`src/hw/rtl/ethernet_ipv4_tcp_header_parser_assert.svh`:
```
// ----------------------------------------------------------------------------
// Assertion macros for the Ethernet/IPv4/TCP header parser
// Shared wrappers around clocked, reset-qualified concurrent assertions.
// ----------------------------------------------------------------------------
`ifndef ETHERNET_IPV4_TCP_HEADER_PARSER_ASSERT_SVH
`define ETHERNET_IPV4_TCP_HEADER_PARSER_ASSERT_SVH

// Same-cycle implication, sampled on clk, off while rst_n is low.
`define ETHIP_ASSERT_NOW(lbl, ante, cons) \
    lbl: assert property (@(posedge clk) disable iff (!rst_n) (ante) |-> (cons)) \
        else $error("header parser assertion failed");

// Next-cycle implication, sampled on clk, off while rst_n is low.
`define ETHIP_ASSERT_NEXT(lbl, ante, cons) \
    lbl: assert property (@(posedge clk) disable iff (!rst_n) (ante) |=> (cons)) \
        else $error("header parser assertion failed");

`endif

```
`src/hw/rtl/ethip_pkg.sv`:
```
// ----------------------------------------------------------------------------
// ethip_pkg
// Types and constants shared by the header parser modules.
// ----------------------------------------------------------------------------
package ethip_pkg;

    localparam int MAX_FRAME_BYTES = 1518;
    localparam int POS_W           = $clog2(MAX_FRAME_BYTES + 1);
    localparam int QUEUE_DEPTH     = 2;
    localparam int QPTR_W          = $clog2(QUEUE_DEPTH);
    localparam int QCNT_W          = $clog2(QUEUE_DEPTH + 1);

    localparam logic [6:0] ETH_BYTES     = 7'd14;
    localparam logic [3:0] MIN_HDR_WORDS = 4'd5;
    localparam logic [7:0] NIB_LO        = 8'h0f;
    localparam logic [7:0] NIB_HI        = 8'hf0;

    // Frame-relative byte offsets of the fixed IPv4 fields
    localparam logic [6:0] OFS_TOTLEN_HI = 7'd16;
    localparam logic [6:0] OFS_TOTLEN_LO = 7'd17;
    localparam logic [6:0] OFS_PROTO     = 7'd23;
    localparam logic [6:0] OFS_SRC_FIRST = 7'd26;
    localparam logic [6:0] OFS_SRC_LAST  = 7'd29;
    localparam logic [6:0] OFS_DST_FIRST = 7'd30;
    localparam logic [6:0] OFS_DST_LAST  = 7'd33;
    localparam logic [6:0] IP_FIXED_END  = 7'd34;
    localparam logic [6:0] TCP_OFS_BYTE  = 7'd12;
    localparam logic [6:0] TCP_PORT_SPAN = 7'd3;

    localparam logic [7:0] PROTO_IP   = 8'd0;
    localparam logic [7:0] PROTO_ICMP = 8'd1;
    localparam logic [7:0] PROTO_TCP  = 8'd6;
    localparam logic [7:0] PROTO_UDP  = 8'd17;

    localparam logic [2:0] ST_TCP_OK  = 3'd0;
    localparam logic [2:0] ST_BAD_IP  = 3'd1;
    localparam logic [2:0] ST_UDP     = 3'd2;
    localparam logic [2:0] ST_ICMP    = 3'd3;
    localparam logic [2:0] ST_IP      = 3'd4;
    localparam logic [2:0] ST_OTHER   = 3'd5;
    localparam logic [2:0] ST_BAD_TCP = 3'd6;
    localparam logic [2:0] ST_TRUNC   = 3'd7;

    typedef struct packed {
        logic [7:0] data_byte;
        logic       last_byte;
    } in_item_t;

    typedef struct packed {
        logic [2:0]  status;
        logic [31:0] packet_number;
        logic [31:0] source_address;
        logic [31:0] destination_address;
        logic [7:0]  protocol_number;
        logic [15:0] source_port;
        logic [15:0] destination_port;
        logic [5:0]  ip_header_bytes;
        logic [5:0]  tcp_header_bytes;
        logic [7:0]  payload_offset;
        logic [15:0] payload_length;
    } out_item_t;

    // Raw captured header state of one finished frame
    typedef struct packed {
        logic [POS_W-1:0] byte_count;
        logic [3:0]       ip_nib;
        logic [3:0]       tcp_nib;
        logic [15:0]      total_len;
        logic [7:0]       proto;
        logic [31:0]      src;
        logic [31:0]      dst;
        logic [31:0]      ports;
        logic [31:0]      pkt_num;
    } frame_rec_t;

    typedef struct packed {
        logic full;
        logic avail;
    } q_stat_t;

endpackage

```
`src/hw/rtl/ethip_front.sv`:
```
// ----------------------------------------------------------------------------
// ethip_front
// Byte-rate field capture; emits one frame record per last byte.
// ----------------------------------------------------------------------------
module ethip_front
    import ethip_pkg::*;
(
    input  logic       clk,
    input  logic       rst_n,
    input  logic       item_valid,
    output logic       item_stall,
    input  in_item_t   item,
    input  q_stat_t    q_stat,
    output logic       push,
    output frame_rec_t push_rec
);

    logic [POS_W-1:0] pos_reg, pos_next;
    logic [3:0]       ip_nib_reg, ip_nib_next;
    logic [3:0]       tcp_nib_reg, tcp_nib_next;
    logic [15:0]      tot_reg, tot_next;
    logic [7:0]       proto_reg, proto_next;
    logic [31:0]      src_reg, src_next;
    logic [31:0]      dst_reg, dst_next;
    logic [31:0]      ports_reg, ports_next;
    logic [31:0]      frame_cnt_reg, frame_cnt_next;
    logic [6:0]       tcp_start;
    logic             accept;
    logic [7:0]       b;

    assign item_stall = q_stat.full;
    assign accept     = item_valid && !item_stall;
    assign b          = item.data_byte;
    assign tcp_start  = ETH_BYTES + {1'b0, ip_nib_reg, 2'b00};

    always_comb
    begin
        pos_next     = pos_reg;
        ip_nib_next  = ip_nib_reg;
        tcp_nib_next = tcp_nib_reg;
        tot_next     = tot_reg;
        proto_next   = proto_reg;
        src_next     = src_reg;
        dst_next     = dst_reg;
        ports_next   = ports_reg;
        // bytes past the size limit are dropped and the position saturates
        if (pos_reg < POS_W'(MAX_FRAME_BYTES))
        begin
            pos_next = pos_reg + POS_W'(1);
            if (pos_reg == POS_W'(ETH_BYTES))
            begin
                ip_nib_next = b[3:0] & NIB_LO[3:0];
            end
            else if (pos_reg == POS_W'(OFS_TOTLEN_HI) || pos_reg == POS_W'(OFS_TOTLEN_LO))
            begin
                tot_next = {tot_reg[7:0], b};
            end
            else if (pos_reg == POS_W'(OFS_PROTO))
            begin
                proto_next = b;
            end
            else if (pos_reg >= POS_W'(OFS_SRC_FIRST) && pos_reg <= POS_W'(OFS_SRC_LAST))
            begin
                src_next = {src_reg[23:0], b};
            end
            else if (pos_reg >= POS_W'(OFS_DST_FIRST) && pos_reg <= POS_W'(OFS_DST_LAST))
            begin
                dst_next = {dst_reg[23:0], b};
            end
            // TCP window follows the IP header; only once a sane length is known
            if (ip_nib_reg >= MIN_HDR_WORDS && pos_reg > POS_W'(ETH_BYTES))
            begin
                if (pos_reg >= POS_W'(tcp_start)
                    && pos_reg <= POS_W'(tcp_start + TCP_PORT_SPAN))
                begin
                    ports_next = {ports_reg[23:0], b};
                end
                else if (pos_reg == POS_W'(tcp_start + TCP_OFS_BYTE))
                begin
                    tcp_nib_next = 4'((b & NIB_HI) >> 4);
                end
            end
        end
    end

    assign frame_cnt_next = frame_cnt_reg + 32'd1;
    assign push           = accept && item.last_byte;

    always_comb
    begin
        push_rec.byte_count = pos_next;
        push_rec.ip_nib     = ip_nib_next;
        push_rec.tcp_nib    = tcp_nib_next;
        push_rec.total_len  = tot_next;
        push_rec.proto      = proto_next;
        push_rec.src        = src_next;
        push_rec.dst        = dst_next;
        push_rec.ports      = ports_next;
        push_rec.pkt_num    = frame_cnt_next;
    end

    always_ff @(posedge clk or negedge rst_n)
    begin
        if (!rst_n)
        begin
            pos_reg       <= '0;
            ip_nib_reg    <= '0;
            tcp_nib_reg   <= '0;
            tot_reg       <= '0;
            proto_reg     <= '0;
            src_reg       <= '0;
            dst_reg       <= '0;
            ports_reg     <= '0;
            frame_cnt_reg <= '0;
        end
        else if (accept)
        begin
            if (item.last_byte)
            begin
                pos_reg       <= '0;
                ip_nib_reg    <= '0;
                tcp_nib_reg   <= '0;
                tot_reg       <= '0;
                proto_reg     <= '0;
                src_reg       <= '0;
                dst_reg       <= '0;
                ports_reg     <= '0;
                frame_cnt_reg <= frame_cnt_next;
            end
            else
            begin
                pos_reg     <= pos_next;
                ip_nib_reg  <= ip_nib_next;
                tcp_nib_reg <= tcp_nib_next;
                tot_reg     <= tot_next;
                proto_reg   <= proto_next;
                src_reg     <= src_next;
                dst_reg     <= dst_next;
                ports_reg   <= ports_next;
            end
        end
    end

endmodule

```
`src/hw/rtl/ethip_queue.sv`:
```
// ----------------------------------------------------------------------------
// ethip_queue
// Short record queue between the capture front and the result back end.
// ----------------------------------------------------------------------------
module ethip_queue
    import ethip_pkg::*;
(
    input  logic       clk,
    input  logic       rst_n,
    input  logic       push,
    input  frame_rec_t push_rec,
    input  logic       pop,
    output frame_rec_t head_rec,
    output q_stat_t    q_stat
);

    frame_rec_t        slot_reg [QUEUE_DEPTH];
    logic [QPTR_W-1:0] wr_ptr_reg, rd_ptr_reg;
    logic [QCNT_W-1:0] cnt_reg, cnt_next;

    assign q_stat.full  = (cnt_reg == QCNT_W'(QUEUE_DEPTH));
    assign q_stat.avail = (cnt_reg != '0);
    assign head_rec     = slot_reg[rd_ptr_reg];

    always_comb
    begin
        cnt_next = cnt_reg;
        if (push && !pop)
        begin
            cnt_next = cnt_reg + QCNT_W'(1);
        end
        else if (pop && !push)
        begin
            cnt_next = cnt_reg - QCNT_W'(1);
        end
    end

    always_ff @(posedge clk)
    begin
        if (push)
        begin
            slot_reg[wr_ptr_reg] <= push_rec;
        end
    end

    always_ff @(posedge clk or negedge rst_n)
    begin
        if (!rst_n)
        begin
            wr_ptr_reg <= '0;
            rd_ptr_reg <= '0;
            cnt_reg    <= '0;
        end
        else
        begin
            if (push)
            begin
                wr_ptr_reg <= (wr_ptr_reg == QPTR_W'(QUEUE_DEPTH - 1)) ? '0
                                                                     : wr_ptr_reg + QPTR_W'(1);
            end
            if (pop)
            begin
                rd_ptr_reg <= (rd_ptr_reg == QPTR_W'(QUEUE_DEPTH - 1)) ? '0
                                                                     : rd_ptr_reg + QPTR_W'(1);
            end
            cnt_reg <= cnt_next;
        end
    end

endmodule

```
`src/hw/rtl/ethip_back.sv`:
```
// ----------------------------------------------------------------------------
// ethip_back
// Classifies a frame record and holds the result in the output register.
// ----------------------------------------------------------------------------
module ethip_back
    import ethip_pkg::*;
(
    input  logic       clk,
    input  logic       rst_n,
    input  frame_rec_t head_rec,
    input  q_stat_t    q_stat,
    output logic       pop,
    output logic       result_valid,
    input  logic       result_stall,
    output out_item_t  result
);

    out_item_t  res_reg, res_next;
    logic       res_valid_reg;
    logic [5:0] ihl, thl;
    logic [6:0] hdr_sum;
    logic [6:0] tcp_need;

    assign pop = q_stat.avail && (!res_valid_reg || !result_stall);

    assign ihl      = {head_rec.ip_nib, 2'b00};
    assign thl      = {head_rec.tcp_nib, 2'b00};
    assign hdr_sum  = {1'b0, ihl} + {1'b0, thl};
    // TCP data offset byte sits 12 bytes into the TCP header
    assign tcp_need = ETH_BYTES + {1'b0, ihl} + TCP_OFS_BYTE + 7'd1;

    always_comb
    begin
        res_next               = '0;
        res_next.packet_number = head_rec.pkt_num;
        priority if (head_rec.byte_count <= POS_W'(ETH_BYTES))
        begin
            res_next.status = ST_TRUNC;
        end
        else if (head_rec.ip_nib < MIN_HDR_WORDS)
        begin
            res_next.status          = ST_BAD_IP;
            res_next.ip_header_bytes = ihl;
        end
        else if (head_rec.byte_count < POS_W'(IP_FIXED_END))
        begin
            res_next.status = ST_TRUNC;
        end
        else
        begin
            res_next.source_address      = head_rec.src;
            res_next.destination_address = head_rec.dst;
            res_next.protocol_number     = head_rec.proto;
            res_next.ip_header_bytes     = ihl;
            unique case (head_rec.proto)
                PROTO_TCP:
                begin
                    priority if (head_rec.byte_count < POS_W'(tcp_need))
                    begin
                        res_next.status              = ST_TRUNC;
                        res_next.source_address      = '0;
                        res_next.destination_address = '0;
                        res_next.protocol_number     = '0;
                        res_next.ip_header_bytes     = '0;
                    end
                    else if (head_rec.tcp_nib < MIN_HDR_WORDS)
                    begin
                        res_next.status           = ST_BAD_TCP;
                        res_next.tcp_header_bytes = thl;
                    end
                    else
                    begin
                        res_next.status           = ST_TCP_OK;
                        res_next.source_port      = head_rec.ports[31:16];
                        res_next.destination_port = head_rec.ports[15:0];
                        res_next.tcp_header_bytes = thl;
                        res_next.payload_offset   = 8'(ETH_BYTES) + 8'(hdr_sum);
                        res_next.payload_length   = (head_rec.total_len > 16'(hdr_sum))
                                                    ? head_rec.total_len - 16'(hdr_sum)
                                                    : 16'd0;
                    end
                end
                PROTO_UDP:  res_next.status = ST_UDP;
                PROTO_ICMP: res_next.status = ST_ICMP;
                PROTO_IP:   res_next.status = ST_IP;
                default:    res_next.status = ST_OTHER;
            endcase
        end
    end

    always_ff @(posedge clk)
    begin
        if (pop)
        begin
            res_reg <= res_next;
        end
    end

    always_ff @(posedge clk or negedge rst_n)
    begin
        if (!rst_n)
        begin
            res_valid_reg <= 1'b0;
        end
        else if (pop)
        begin
            res_valid_reg <= 1'b1;
        end
        else if (!result_stall)
        begin
            res_valid_reg <= 1'b0;
        end
    end

    assign result_valid = res_valid_reg;
    assign result       = res_reg;

endmodule

```
`src/hw/rtl/ethernet_ipv4_tcp_header_parser.sv`:
```
// ----------------------------------------------------------------------------
// ethernet_ipv4_tcp_header_parser
// Takes one frame byte per transfer and gives one header summary per frame.
// A byte is taken every cycle unless the input stalls; header fields are
// captured at fixed offsets (TCP fields relative to the IPv4 header length)
// as the bytes stream by. The byte marked last pushes the captured fields
// into a two-entry queue; the back end classifies them into the output
// register once they head the queue, if that register is empty or unstalled.
// The input stalls only when the queue is full, which happens only while the
// output stays stalled. Bytes past MAX_FRAME_BYTES are dropped. Status codes:
// 0 TCP ok, 1 bad IP header length, 2 UDP, 3 ICMP, 4 IP, 5 other protocol,
// 6 bad TCP header length, 7 truncated.
// ----------------------------------------------------------------------------
`include "ethernet_ipv4_tcp_header_parser_assert.svh"

module ethernet_ipv4_tcp_header_parser
    import ethip_pkg::*;
(
    input  logic      clk,
    input  logic      rst_n,
    input  logic      item_valid,
    output logic      item_stall,
    input  in_item_t  item,
    output logic      result_valid,
    input  logic      result_stall,
    output out_item_t result
);

    logic       push, pop;
    frame_rec_t push_rec, head_rec;
    q_stat_t    q_stat;

    ethip_front u_front (
        .clk        (clk),
        .rst_n      (rst_n),
        .item_valid (item_valid),
        .item_stall (item_stall),
        .item       (item),
        .q_stat     (q_stat),
        .push       (push),
        .push_rec   (push_rec)
    );

    ethip_queue u_queue (
        .clk      (clk),
        .rst_n    (rst_n),
        .push     (push),
        .push_rec (push_rec),
        .pop      (pop),
        .head_rec (head_rec),
        .q_stat   (q_stat)
    );

    ethip_back u_back (
        .clk          (clk),
        .rst_n        (rst_n),
        .head_rec     (head_rec),
        .q_stat       (q_stat),
        .pop          (pop),
        .result_valid (result_valid),
        .result_stall (result_stall),
        .result       (result)
    );

    `ETHIP_ASSERT_NOW(a_tcp_ok_offset, result_valid && result.status == ST_TCP_OK,
        result.payload_offset == 8'(ETH_BYTES) + 8'(result.ip_header_bytes)
                                 + 8'(result.tcp_header_bytes))
    `ETHIP_ASSERT_NOW(a_ports_only_tcp_ok, result_valid && result.status != ST_TCP_OK,
        result.source_port == '0 && result.destination_port == '0
        && result.payload_length == '0)
    `ETHIP_ASSERT_NOW(a_trunc_clear, result_valid && result.status == ST_TRUNC,
        result.source_address == '0 && result.ip_header_bytes == '0)
    `ETHIP_ASSERT_NEXT(a_last_reaches_queue,
        item_valid && !item_stall && item.last_byte, q_stat.avail)

endmodule
```
`config.mk`:
```
export PLATFORM = sky130hd
export DESIGN_NAME = ethernet_ipv4_tcp_header_parser
export DESIGN_NICKNAME = d
export VERILOG_FILES = /design/src/hw/rtl/ethip_pkg.sv /design/src/hw/rtl/ethip_front.sv /design/src/hw/rtl/ethip_queue.sv /design/src/hw/rtl/ethip_back.sv /design/src/hw/rtl/ethernet_ipv4_tcp_header_parser.sv
export VERILOG_INCLUDE_DIRS = /design/src /design/src/hw/rtl
export SDC_FILE = /design/constraint.sdc
export NUM_CORES = 1
export LEC_CHECK = 0
export BUFFER_PORTS_ARGS = -buffer_cell sky130_fd_sc_hd__buf_2
export CORE_MARGIN = 3
export CORE_UTILIZATION = 40
export CTS_CLUSTER_DIAMETER = 100
export DETAILED_ROUTE_END_ITERATION = 7
export GPL_TIMING_DRIVEN = 1
export PLACE_DENSITY = 0.61
export SLEW_MARGIN = 15
export SYNTH_ARGS = -nofsm -noshare
export SYNTH_HDL_FRONTEND = slang
export SYNTH_HIERARCHICAL = 1
export SYNTH_SLANG_ARGS = --single-unit
```
`constraint.sdc`:
```
create_clock -name clk -period 17.8 [get_ports clk]
set_input_delay 4.45 -clock clk [delete_from_list [all_inputs] [get_ports clk]]
set_output_delay 4.45 -clock clk [all_outputs]
set_load 0.05 [all_outputs]
```
==> out/metrics.yaml <==
p_sw_uw: 2030
cts_resized: 0
drt_wl_total_um: 61200
tns_ps: 0
leakagePower_uw: 0.0136
synth.top_cell.area_share: 0.519
syn_area_mm2: 0.0296
critical_path_class: "in2reg"
rsz0062_at_grt: "false"
grt_overflow_total: 0
clock_path_buffers: 3
synth-edff-count: 512
globalplace.congestion: 0.814
setup-violations-final: 0
vias: 16200
reg2regPathDepth: 11
hpwl_um: 38400
worstPathMaxFanout: 78
clock_latency_ps: 600
reg2reg_to: "u_back/result[13]$_SDFFCE_PP0P_"
core-area_mm2: 0.0731
mostFrequentLayoutCells: "512 x edfxtp_1, 217 x mux2_2, 183 x buf_2"
start_util: 0.405
grt_pass1_wl_um: 96700
ant_nets: 0
numCtsBuffers: 72
fin_crit_sh: 0.426
drt-pass1-iter-count: 7
cts-hold-fix-buffers: 0
dp_cells: 2985
synth_area_leaders: "edfxtp_1 52%, dfrtp_1 15%, mux2_2 8.3%"
post_drt_wl_per_cell_um: 19.6
status: "completed"
period_needed_ps: 7590
die_y_um: 278
grt_pass1_vias: 16700
cts_setup_buffers: 0
ios: 190
path_clk_slew_ps: 60
area_growth_pct: 14.7
grt_max_degree: 110
drv_slew: 0
die_area_mm2: 0.0773
yosysTopAreaCell: "edfxtp_1"
cp_data_required_time_ps: 18010
holdPathEnd: "u_front/src_reg[31]$_DFFE_PN0P_"
worst_slew_pin_slew_ps: 1070
clkPwrFrac: 0.271
fp-row-count: 99
drt_iter0_drc: 1008
r2r_setup_slack_ps: 13120
yosysUniqueCellTypes: 82
fin_skew_ps: 24.6
relSlewSlack: 0.287
cts.htree.levels: 3
power.density_mw_per_mm2: 168
final_common_cell: "edfxtp_1"
layoutNonFillerInstCount: 3118
hp-start: "u_front/src_reg[31]$_DFFE_PN0P_"
netlist_instances: 1923
r2r-start: "u_queue/rd_ptr_reg$_DFFE_PN0P_"
intPower_uw: 3660
netSwitchingFraction: 0.356
critical_path_arrival_ps: 7800
ys_seq_elements: 688
avgSynthCellArea_um2: 15.4
track_usage: 0.158
fmax_ghz: 0.132
clkSinkCount: 688
start_kind: "input pin"
yosysWarnings: 6
cts_tree: "built"
die_w_um: 278
power_frac_comb: 0.330
drc: 0
ys.flop_type: "edfxtp_1"
async_flop_share: 0.256
vdd_drop_max_v: 0.0000756
whs_ps: 475
finalHoldViolCount: 0
final_nets: 2153
place.port_buffers: 184
drv_cap: 0
antenna_found_initial: 0
root_buffer: "clkbuf_16"
p_seq_frac: 0.399
holdPathStages: 2
setup.worst_path.end_class: "flip-flop"
drive_above_1_share: 0.306
via_per_inst: 5.18
antenna_cells: 0
largest_reg_flops: 342
ys_seq_area_frac: 0.668
hold_class: "reg2reg"
metal layers:
metal	routed length (um)	up-vias	global-route usage
met4	1400	0	0.0500
met1	27500	8168	0.213
met5	0	-	0
met2	29600	340	0.261
li1	-	7569	-
met3	2700	81	0.0300
worst max path at each step:
stage | start | endpoint | slack [ps] | cells after the start
finish | item[0] | u_queue/slot_reg[0][135]$_DFFE_PP_ | 10210 | 6
global route | item[0] | u_queue/slot_reg[0][158]$_DFFE_PP_ | 9940 | 6
CTS | item[0] | u_queue/slot_reg[0][158]$_DFFE_PP_ | 10200 | 6
detailed placement | item[0] | u_queue/slot_reg[0][135]$_DFFE_PP_ | 9580 | 6
global placement | item[0] | u_queue/slot_reg[0][126]$_DFFE_PP_ | 9610 | 6
floorplan | result_stall | u_queue/cnt_reg[1]$_DFFE_PN0P_ | 4060 | 5
power by group through the flow:
stage | Clock [uW] | Combinational (uW) | Sequential (uW)
2_1_floorplan | 0 | 931 | 2890
3_3_place_gp | 0 | 1860 | 2300
3_5_place_dp | 0 | 1900 | 2300
4_1_cts | 1590 | 1900 | 2270
5_1_grt | 1660 | 2010 | 2300
6_report | 1540 | 1880 | 2270
area by class of cell:
class	instances	area (um2)
Sequential cell	688	19800
Timing Repair Buffer	211	1150
Clock buffer	102	2080
Inverter	27	101
Clock inverter	30	397
Fill cell	6387	39100
Tap cell	959	1200
Multi-Input combinational cell	1101	9240
kinds of logic (layout without fill, tap and decap cells):
family	after synthesis	count (layout)	synth area share
compound gates	250	250	0.0632
xor+xnor	96	96	0.0289
fa+ha+maj	39	39	0.0170
buf+inv	138	370	0.0229
flops	688	688	0.668
mux	298	298	0.123
other cells	2	6	0.000254
simple gates	412	412	0.0762
metrics by stage:
| step | total power [uW] | area [um2] | setup slack, ps | utilization |
|---|---|---|---|---|
| after floorplan | 3820 | 29600 | 4060 | - |
| after global routing | 5980 | 34000 | 9940 | 0.465 |
| after CTS | 5760 | 33900 | 10200 | 0.464 |
| final | 5690 | 34000 | 10210 | 0.465 |
| after detailed placement | 4200 | 31400 | 9580 | 0.430 |
| after global placement | 4160 | 31400 | 9610 | 0.430 |
worst max-delay path, cell delays in order:
cell	delay, ps
buf_2	80
buf_4	460
nand2_1	350
inv_1	550
nor2b_4	860
buf_4	940
synth_stat cells, types with 27 or more instances:
master,n
xnor2_1,51
nand2_1,83
and2_1,85
a22o_1,96
edfxtp_1,512
clkbuf_1,52
xor2_1,44
mux2_4,80
buf_2,38
ha_1,37
dfrtp_1,176
o21ai_0,49
inv_1,27
nor2_1,71
mux2_2,217
nand3_1,43
and3_1,42
(Power assumes the default switching activity.)
